`config.mk`:
```
export PLATFORM = sky130hd
export DESIGN_NAME = sds_mac
export DESIGN_NICKNAME = d
export VERILOG_FILES = /design/src/rtl/sds_pkg.sv /design/src/rtl/sds_mac.sv
export SDC_FILE = /design/constraint.sdc
export NUM_CORES = 2
export LEC_CHECK = 0
export BUFFER_PORTS_ARGS = -buffer_cell sky130_fd_sc_hd__buf_2
export CAP_MARGIN = 25
export CORE_ASPECT_RATIO = 1.1
export CORE_MARGIN = 1
export CORE_UTILIZATION = 25
export DETAILED_ROUTE_END_ITERATION = 10
export GPL_TIMING_DRIVEN = 0
export PLACE_DENSITY_LB_ADDON = 0.25
export SYNTH_ARGS = -nofsm -noshare
export SYNTH_HDL_FRONTEND = slang
export SYNTH_SLANG_ARGS = --single-unit
```
`constraint.sdc`:
```
create_clock -name clk -period 11.8 [get_ports clk]
set_clock_uncertainty 0.05 [all_clocks]
set_input_delay 1.77 -clock clk [delete_from_list [all_inputs] [get_ports clk]]
set_output_delay 1.77 -clock clk [all_outputs]
set_load 0.05 [all_outputs]
```
`src/rtl/sds_pkg.sv`:
```
// Package with types, constants and saturation helpers for the steepest descent solver.
package sds_pkg;

  localparam int N_MAX     = 16;
  localparam int FRAC_BITS = 16;
  localparam int IDX_W     = $clog2(N_MAX);
  localparam int MAT_AW    = 2 * IDX_W;
  localparam int DIV_W     = 32 + FRAC_BITS;
  localparam int DIV_CW    = $clog2(DIV_W + 1);

  typedef enum logic [1:0] {
    REQ_MATRIX = 2'd0,
    REQ_RHS    = 2'd1,
    REQ_START  = 2'd2,
    REQ_SOLVE  = 2'd3
  } req_t;

  typedef enum logic [1:0] {
    ST_CONVERGED = 2'd0,
    ST_LIMIT     = 2'd1,
    ST_ZERO_DEN  = 2'd2,
    ST_UNUSED    = 2'd3
  } status_t;

  typedef enum logic [1:0] {
    CFG_SIZE      = 2'd0,
    CFG_MAX_ITER  = 2'd1,
    CFG_TOLERANCE = 2'd2,
    CFG_NONE      = 2'd3
  } cfg_idx_t;

  typedef enum logic [3:0] {
    S_IDLE, S_START, S_MVX, S_RES, S_NORM, S_CHECK, S_MVR, S_DEN,
    S_DIVGO, S_DIVWAIT, S_UPD, S_EMIT
  } state_t;

  typedef enum logic [1:0] {
    PH_RD, PH_MUL, PH_ACC
  } phase_t;

  typedef struct packed {
    logic [1:0]         req_type;
    logic [3:0]         row_index;
    logic [3:0]         col_index;
    logic signed [31:0] value;
  } in_t;

  typedef struct packed {
    logic [3:0]         element_index;
    logic signed [31:0] solution_value;
    logic [15:0]        iterations_done;
    logic [31:0]        final_norm;
    logic [1:0]         status;
    logic               last;
  } out_t;

  localparam logic signed [63:0] S32_MAX = 64'sd2147483647;
  localparam logic signed [63:0] S32_MIN = -64'sd2147483648;
  localparam logic signed [63:0] U32_MAX = 64'sd4294967295;

  function automatic logic signed [31:0] sat32(input logic signed [63:0] v);
    logic signed [31:0] r;
    if (v > S32_MAX) begin
      r = 32'sh7fffffff;
    end else if (v < S32_MIN) begin
      r = 32'sh80000000;
    end else begin
      r = v[31:0];
    end
    return r;
  endfunction

  function automatic logic [31:0] satu32(input logic signed [63:0] v);
    logic [31:0] r;
    if (v < 64'sd0) begin
      r = 32'd0;
    end else if (v > U32_MAX) begin
      r = 32'hffffffff;
    end else begin
      r = v[31:0];
    end
    return r;
  endfunction

endpackage

```
`src/rtl/sds_mac.sv`:
```
// Shared multiplier with registered floor-shifted product.
module sds_mac (
  input  logic               clk,
  input  logic signed [31:0] a,
  input  logic signed [31:0] b,
  output logic signed [63:0] prod_r
);

  logic signed [63:0] full;

  assign full = 64'(a) * 64'(b);

  always_ff @(posedge clk) begin
    prod_r <= full >>> sds_pkg::FRAC_BITS;
  end

endmodule

```
==> impl_metrics.tcl <==
set metrics [dict create \
    clock.fmax_mhz 88.1 \
    syn_avg_cell_area_um2 9.55 \
    netlist_area_um2 36600 \
    synthCells 3836 \
    place_inst 5892 \
    startpoint_type "input port" \
    drt-initial-drc-count 1844 \
    via_count 26500 \
    hold_ws_ns 2.51 \
    synth-main-ff-cell "dfxtp_1" \
    setup_viol 0 \
    crit_fanout 11 \
    die_height_um 403 \
    crit_required_ns 12.04 \
    grt_pass1_vias 29000 \
    port_buffers 128 \
    syn_nets 5162 \
    cp_top_family "adder cells" \
    synth_area_leader_cell "fa_1" \
    drive_gt1_frac 0.0430 \
    yosys-top-cells-count "1081 x fa_1, 950 x inv_1, 513 x nand2_1, 512 x and2_1, 200 x clkbuf_1" \
    maxCapViolCount 0 \
    synthXorXnorAreaFrac 0.0151 \
    drc 0 \
    synth_most_common_cell "fa_1" \
    yosys_register_bits 48 \
    grt_usage 0.197 \
    largest_register_ffs 48 \
    critical_path.cell_chain "buf_2, clkbuf_1, nand2_1, inv_1, fa_1, fa_1, fa_2, fa_1, inv_1, fa_1, inv_1, fa_1, fa_1, fa_1, ha_1, clkbuf_1, nand3_1, o31ai_1, a221oi_1, a21oi_1, nor2_1, o21ai_0, a21oi_1, xnor2_1" \
    synthArstFlopShare 0 \
    endpoint_kind "flip-flop" \
    htree_levels 2 \
    pin_count 129 \
    synth_edf_count 0 \
    gp_congestion 0.969 \
    syn_to_final_growth_pct 9.11 \
    rows 146 \
    fillers 15600 \
    overflow 0 \
    cts_buffers 5 \
    synthDistinctLibCells 55 \
    status "finished clean" \
    clk_pin_slew_ns 0.10 \
    dp_hpwl_mm 124 \
    tightest_slew_ns 1.14 \
    critPathKind "input port to flip-flop" \
    dr.pass1.iters 5 \
    grt_pass1_wl_mm 208 \
    netlist_top_cells_area "fa_1 59%, inv_1 9.7%, and2_1 8.7%" \
    critPathMaxStageDelay_ns 0.98 \
    fin_nets 5304 \
    initial_core_util 0.253 \
    slowest_stage "fa_1" \
    die_w_um 367 \
    synthSimpleGateAreaFrac 0.156 \
    cts-root-buf "clkbuf_16" \
    ys_warn_count 0 \
    core_um2 145000 \
    top_regs "prod_r x48" \
    finalNonFillerCells 5912 \
    ctsHoldBuffers 0 \
    stdcell_area_um2 40000 \
    hold_violations 0 \
    crit_arrival_ns 11.59 \
    post_cts_buffers 0 \
    fin_crit_sh 0.962 \
    crit_path_frequent_cell "fa_1" \
    seq_area_frac_synth 0.0262 \
    clock-sinks 48 \
    grt_max_degree 22 \
    synth_compound_area_frac 0.0282 \
    regMostFlops "prod_r" \
    cts_tree "done" \
    hp-class "input port to flip-flop" \
    die-area_um2 148000 \
    postPlaceCellArea_um2 39700 \
    path_buf_inv 6 \
    relSlewSlack 0.241 \
    vias_per_cell 4.48 \
    antenna_found_initial 30 \
    layout_min_cycle_time_ns 11.35 \
    routedWlPerCell_um 24.0 \
    cts_buffer_depth 2 \
    maxSlewViolCount 0 \
    synth_mux_area_frac 0 \
    ant_nets 0 \
    synth_top_family_by_area "adder cells" \
    synthAdderAreaFrac 0.652 \
    ctsResizeCount 0 \
    yosysTopAreaCellShare 0.591 \
    routed_wl_mm 142 \
    rsz0062_at_grt "no" \
]
==> placed cells by master (no fill, tap or decap), types with 4 or more instances in the layout <==
master | Yosys | layout
and3_1 | 7 | 7
dfxtp_1 | 48 | 48
clkbuf_16 | 0 | 5
a211oi_1 | 5 | 5
a21oi_1 | 48 | 48
nand2b_1 | 12 | 12
nand4_1 | 14 | 14
xnor2_1 | 40 | 40
o21bai_1 | 8 | 8
fa_1 | 1081 | 1080
buf_8 | 0 | 6
xor2_1 | 23 | 23
nand3_1 | 12 | 12
diode_2 | 0 | 9
buf_1 | 4 | 4
nor2b_1 | 4 | 4
o21ai_0 | 26 | 26
nor3_1 | 7 | 7
o21a_1 | 6 | 6
nand2_1 | 513 | 513
a21o_1 | 21 | 21
inv_1 | 950 | 950
ha_1 | 180 | 180
buf_4 | 16 | 16
buf_2 | 0 | 129
clkbuf_1 | 200 | 199
and2_1 | 512 | 512
nor2_1 | 46 | 46
==> tightest hold or removal path, cell delays in order <==
cell,delay [ns]
buf_2,0.13
nand4b_1,0.09
o21a_1,0.18
o21ai_0,0.20
o211ai_1,0.24
nand2b_1,0.06
a21oi_1,0.17
xnor2_1,0.08
==> through the flow <==
step                utilization  setup slack, ns  setup TNS, ns
CTS                       0.276            0.223              0
finish                    0.276            0.450              0
global placement          0.274           -0.366          -1.60
global route              0.276           0.0286              0
detailed placement        0.275           -0.110         -0.300
floorplan                     -             2.76              0
==> final cells by class <==
class	count	area [um^2]	area share
Clock inverter	3	42.5	0.00106
Sequential cell	48	961	0.0240
Timing Repair Buffer	135	736	0.0184
Buffer	221	892	0.0223
Multi-Input combinational cell	2617	31200	0.781
Inverter	950	3570	0.0892
Antenna cell	9	22.5	0.000564
Tap cell	1924	2410	0.0602
Clock buffer	5	125	0.00313
==> per-layer routing <==
metal  vias up  share of wire  GRT usage
met5         -        0.00047          0
met4        10          0.037     0.0669
met3       159          0.058     0.0234
met2       867           0.49      0.337
met1     14300           0.41      0.257
li1      11200              -          -
==> final timing paths <==
check,end,cells after the start,start,slack [ns]
setup / recovery,prod_r[40],24,b[2],0.45
hold / removal,prod_r[0],8,a[1],2.51
==> cells by family (layout without fill, tap and decap cells) <==
family	Yosys count	after routing
AO/OA/AOI/OAI	153	153
flip-flops	48	48
AND/OR/NAND/NOR	1140	1140
buffers and inverters	1171	1314
adder cells (fa/ha/maj)	1261	1261
XOR/XNOR	63	63
other	0	9
Power is not shown: default switching activity piles up to over one toggle a cycle in this logic, so the estimate is an artifact.
