`config.mk`:
```
export PLATFORM = sky130hd
export DESIGN_NAME = sds_div
export DESIGN_NICKNAME = d
export VERILOG_FILES = /design/src/rtl/sds_pkg.sv /design/src/rtl/sds_div.sv
export SDC_FILE = /design/constraint.sdc
export NUM_CORES = 1
export LEC_CHECK = 0
export ABC_CLOCK_PERIOD_IN_PS = 5300
export BUFFER_PORTS_ARGS = -buffer_cell sky130_fd_sc_hd__buf_2
export CAP_MARGIN = 30
export CORE_MARGIN = 4
export CORE_UTILIZATION = 35
export DETAILED_ROUTE_END_ITERATION = 10
export SYNTH_ARGS = -nofsm -noshare
export SYNTH_HDL_FRONTEND = slang
export SYNTH_SLANG_ARGS = --single-unit
export TNS_END_PERCENT = 50
```
`constraint.sdc`:
```
create_clock -name clk -period 5.3 [get_ports clk]
set_input_delay 0 -clock clk [delete_from_list [all_inputs] [get_ports clk]]
set_output_delay 0 -clock clk [all_outputs]
set_load 0.1 [all_outputs]
```
`src/rtl/sds_pkg.sv`:
```
// Package with types, constants and saturation helpers for the steepest descent solver.
package sds_pkg;

  localparam int N_MAX     = 16;
  localparam int FRAC_BITS = 16;
  localparam int IDX_W     = $clog2(N_MAX);
  localparam int MAT_AW    = 2 * IDX_W;
  localparam int DIV_W     = 32 + FRAC_BITS;
  localparam int DIV_CW    = $clog2(DIV_W + 1);

  typedef enum logic [1:0] {
    REQ_MATRIX = 2'd0,
    REQ_RHS    = 2'd1,
    REQ_START  = 2'd2,
    REQ_SOLVE  = 2'd3
  } req_t;

  typedef enum logic [1:0] {
    ST_CONVERGED = 2'd0,
    ST_LIMIT     = 2'd1,
    ST_ZERO_DEN  = 2'd2,
    ST_UNUSED    = 2'd3
  } status_t;

  typedef enum logic [1:0] {
    CFG_SIZE      = 2'd0,
    CFG_MAX_ITER  = 2'd1,
    CFG_TOLERANCE = 2'd2,
    CFG_NONE      = 2'd3
  } cfg_idx_t;

  typedef enum logic [3:0] {
    S_IDLE, S_START, S_MVX, S_RES, S_NORM, S_CHECK, S_MVR, S_DEN,
    S_DIVGO, S_DIVWAIT, S_UPD, S_EMIT
  } state_t;

  typedef enum logic [1:0] {
    PH_RD, PH_MUL, PH_ACC
  } phase_t;

  typedef struct packed {
    logic [1:0]         req_type;
    logic [3:0]         row_index;
    logic [3:0]         col_index;
    logic signed [31:0] value;
  } in_t;

  typedef struct packed {
    logic [3:0]         element_index;
    logic signed [31:0] solution_value;
    logic [15:0]        iterations_done;
    logic [31:0]        final_norm;
    logic [1:0]         status;
    logic               last;
  } out_t;

  localparam logic signed [63:0] S32_MAX = 64'sd2147483647;
  localparam logic signed [63:0] S32_MIN = -64'sd2147483648;
  localparam logic signed [63:0] U32_MAX = 64'sd4294967295;

  function automatic logic signed [31:0] sat32(input logic signed [63:0] v);
    logic signed [31:0] r;
    if (v > S32_MAX) begin
      r = 32'sh7fffffff;
    end else if (v < S32_MIN) begin
      r = 32'sh80000000;
    end else begin
      r = v[31:0];
    end
    return r;
  endfunction

  function automatic logic [31:0] satu32(input logic signed [63:0] v);
    logic [31:0] r;
    if (v < 64'sd0) begin
      r = 32'd0;
    end else if (v > U32_MAX) begin
      r = 32'hffffffff;
    end else begin
      r = v[31:0];
    end
    return r;
  endfunction

endpackage

```
`src/rtl/sds_div.sv`:
```
// Restoring unsigned divider that produces one quotient bit per cycle.
module sds_div (
  input  logic                          clk,
  input  logic                          rst_n,
  input  logic                          start,
  input  logic [sds_pkg::DIV_W-1:0]     dividend,
  input  logic [31:0]                   divisor,
  output logic [sds_pkg::DIV_W-1:0]     quo_r,
  output logic                          done_r
);

  logic [31:0]                  rem_r;
  logic [31:0]                  dsr_r;
  logic [sds_pkg::DIV_CW-1:0]   cnt_r;
  logic                         busy_r;
  logic [32:0]                  shifted;
  logic                         take;

  assign shifted = {rem_r, quo_r[sds_pkg::DIV_W-1]};
  assign take    = shifted >= {1'b0, dsr_r};

  always_ff @(posedge clk) begin
    if (!rst_n) begin
      busy_r <= 1'b0;
      done_r <= 1'b0;
      cnt_r  <= '0;
    end else begin
      done_r <= 1'b0;
      if (start) begin
        busy_r <= 1'b1;
        cnt_r  <= '0;
      end else if (busy_r) begin
        cnt_r <= cnt_r + 1'b1;
        if (cnt_r == sds_pkg::DIV_CW'(sds_pkg::DIV_W - 1)) begin
          busy_r <= 1'b0;
          done_r <= 1'b1;
        end
      end
    end
  end

  always_ff @(posedge clk) begin
    if (start) begin
      rem_r <= '0;
      quo_r <= dividend;
      dsr_r <= divisor;
    end else if (busy_r) begin
      rem_r <= take ? 32'(shifted - {1'b0, dsr_r}) : shifted[31:0];
      quo_r <= {quo_r[sds_pkg::DIV_W-2:0], take};
    end
  end

endmodule

```
==> qor.csv <==
stage,metric,value,unit
grt,largest net degree at the start of global routing,70,
timing,clock skew after layout,28.3,ps
pwr,cell internal pwr,2.21,mW
place,HPWL after DPL,11300,µm
die,floorplan die height,146,µm
grt,overflow left after global routing,0,
yosys,yosys synthesis warning count,0,
pwr,clock power share,0.377,
yosys,library cells used by synthesis,70,
timing,sum of negative setup slack,0,ps
final_layout,fin nets,943,
critical_path,worst r2r src,dsr_r[8]$_DFFE_PP_,
timing,maximum clock frequency,286,MHz
critical_path,endpoint class of the critical path,register,
yosys,netlist area before placement,6680,µm²
detailed_routing,post-detailed-route via-to-cell ratio,4.96,
detailed_routing,Total Wirelength,16700,µm
timing,worst slew margin relative to its limit,0.386,
grt,via count of the first global-routing pass,5424,
die,Die X,146,µm
yosys,post-synthesis register bit count,120,
yosys,average footprint of a synthesized cell,10.8,µm²
clock_network,TritonCTS Sinks,120,
grt,number of antenna violations at the first check in global routing,0,
grt,wire length of the first global-routing pass,27500,µm
detailed_routing,length of the first detailed-routing pass in iterations,4,
critical_path,Max Fanout on Critical Path,32,
critical_path,Critical Path Source,dsr_r[8]$_DFFE_PP_,
timing,fin. max-slew vios,0,
clock_network,Clock Root Buffer,sky130_fd_sc_hd__clkbuf_16,
timing,min cycle time layout,3490,ps
clock_network,number of hold buffers added after CTS,81,
run_status,result of the run,finished clean,
timing,Hold WS,125,ps
clock_network,post-CTS setup repair buffer count,0,
pwr,switching power summed over all nets,1.15,mW
hold_path,worst min-delay path startpoint,start,
pwr,IR Drop Worst-Case VDD,238,µV
critical_path,Startpoint Class,register,
critical_path,"Worst Path Class, Setup",reg -> reg,
die,die area,21400,µm²
yosys,Gate Count Post-Synth,621,
final_layout,diode count,0,
clock_network,total number of H-tree levels,4,
final_layout,most frequent standard cell in the layout excluding fill and tap cells,sky130_fd_sc_hd__buf_2,
yosys,sequential area share after synthesis,0.480,
place,DP Area,7520,µm²
timing,final setup fails,0,
clock_network,CTS tree,yes,
detailed_routing,number of remaining DRC errors,0,
final_layout,synthesis-to-layout area growth,34.4,%
die,number of rows created at floorplan,50,
critical_path,Crit path arrival time,3810,ps
clock_network,deepest clock path buffer count,2,
clock_network,source-to-sink clock delay at the later pin of the worst-skew pair,430,ps
pwr,switching part of the total power,0.342,
die,initial core utilization,0.356,
timing,slew at the pin closest to its max-slew limit,921,ps
detailed_routing,violation count after the first detailed-route iteration,243,
detailed_routing,post-detailed-route wirelength per cell,15.6,µm
job,max-cap violations,0,
place,routability congestion estimate from global placement,0.817,
timing,final critical-path share of the clock period,0.659,
die,Core Region,18800,µm²
die,top-level I/O count,132,
pwr,pwr/cell area,374,nW/µm²
grt,overall routing resource usage,0.158,
timing,setup repair after global routing missed its margin,false,
final_layout,share of layout cells above drive strength 1,0.279,
clock_network,"CTS clk-pin slew, worst paths",60,ps
yosys,count of flip-flops with a built-in enable after synthesis,80,
yosys,Post-Syn Nets,738,
detailed_routing,via count,5323,
hold_path,worst min path class,in -> reg,
place,number of port buffers,131,
pwr,part of the power in registers,0.341,
clock_network,TritonCTS buffer count,17,
yosys,proportion of register bits with asynchronous set or reset after synthesis,0,
final_layout,"commonest cells after routing, fill and taps aside","130 x sky130_fd_sc_hd__buf_2, 81 x sky130_fd_sc_hd__dlygate4sd3_1, 80 x sky130_fd_sc_hd__edfxtp_1, 55 x sky130_fd_sc_hd__nor2_1, 48 x sky130_fd_sc_hd__mux2_2",
detailed_routing,Final ANT Viol Nets,0,
critical_path,CP Data Required Time,5620,ps
pwr,combinational group share of total power,0.282,
clock_network,CTS-repair resized insts,0,
final_layout,final non-filler cell area,8970,µm²
pwr,cell leakage power,3.78,nW
timing,Fin. Hold Viols,0,
yosys,top flip-flop cell by instance count after synthesis,sky130_fd_sc_hd__edfxtp_1,
## layer usage
| metal | GRT usage | wire length [µm] | share of wire |
|---|---|---|---|
| met5 | 0 | 0 | 0 |
| met4 | 0.0409 | 205 | 0.012 |
| met2 | 0.247 | 7640 | 0.46 |
| met1 | 0.213 | 7940 | 0.47 |
| met3 | 0.0487 | 939 | 0.056 |
## cell families after synthesis
| group | synth area share |
|---|---|
| flip-flops | 0.480 |
| buffers and inverters | 0.0465 |
| adder cells (fa/ha/maj) | 0.0648 |
| XOR/XNOR | 0.0367 |
| AO/OA/AOI/OAI | 0.141 |
| multiplexers | 0.114 |
| AND/OR/NAND/NOR | 0.117 |
## path summary, 6_finish.rpt
check                                               to  slack, ps  depth (start not counted)
worst min register to register   cnt_r[5]$_SDFFE_PP0P_        490                          2
worst max-delay path            rem_r[21]$_SDFFE_PP0P_       1810                         11
worst min-delay path               dsr_r[16]$_DFFE_PP_        130                          1
worst max register to register  rem_r[21]$_SDFFE_PP0P_       1810                         11
## power groups by stage
| stage | clock network, mW | registers, mW | logic (mW) |
|---|---|---|---|
| 5_1_grt | 1.33 | 1.16 | 1.03 |
| 4_1_cts | 1.29 | 1.15 | 0.951 |
| 6_report | 1.27 | 1.15 | 0.948 |
| 2_1_floorplan | 0 | 1.44 | 0.449 |
| 3_5_place_dp | 0 | 1.16 | 0.901 |
| 3_3_place_gp | 0 | 1.16 | 0.897 |
## registers in the layout (all words and copies together) (netlist names)
| register | flops |
|---|---|
| rem_r | 32 |
| busy_r | 1 |
| dsr_r | 32 |
| quo_r | 48 |
| cnt_r | 6 |
| done_r | 1 |
## final cells by class
cell class,instances,area (µm²)
Fill cell,1717,9790
Clock buffer,17,425
Tap cell,234,293
Timing Repair Buffer,217,1520
Clock inverter,15,214
Inverter,38,143
Sequential cell,120,3200
Multi-Input combinational cell,432,3180
## per-stage QoR
| step | util | setup slack (ps) | power, mW | cells |
|---|---|---|---|---|
| final | 0.478 | 1810 | 3.36 | 1073 |
| after global routing | 0.478 | 1570 | 3.52 | 1073 |
| after CTS | 0.478 | 1810 | 3.39 | 1073 |
| after detailed placement | 0.401 | 1830 | 2.06 | 960 |
| after global placement | 0.400 | 1840 | 2.06 | 959 |
| after floorplan | - | 2090 | 1.89 | 621 |
## critical path, cell delays in order, from the launching register on
cell and delay, ps:
sky130_fd_sc_hd__edfxtp_1 320, sky130_fd_sc_hd__inv_1 50, sky130_fd_sc_hd__ha_1 390, sky130_fd_sc_hd__nand4_1 160
sky130_fd_sc_hd__or3_1 440, sky130_fd_sc_hd__nor3_1 250, sky130_fd_sc_hd__nand4_1 140, sky130_fd_sc_hd__nor2_2 190
sky130_fd_sc_hd__or2b_1 160, sky130_fd_sc_hd__o32a_2 760, sky130_fd_sc_hd__o311ai_1 210, sky130_fd_sc_hd__a311oi_1 310
## synth_stat cells (all sizes together), types with 8 or more instances
master,number,area (µm²)
edfxtp,80,2400
nor2,56,213
mux2,48,541
nand2,43,161
dfxtp,40,801
a21oi,38,194
inv,37,139
ha,33,413
a211oi,26,195
o21ai,25,129
clkbuf,23,86.3
mux2i,22,220
xnor2,17,149
a21o,11,82.6
xor2,11,96.3
nor3,9,55.1
a311oi,8,76.3
a31oi,8,50.1
and3,8,60.1
buf,8,81.3
Note: power is estimated with default switching activity, not from simulation.
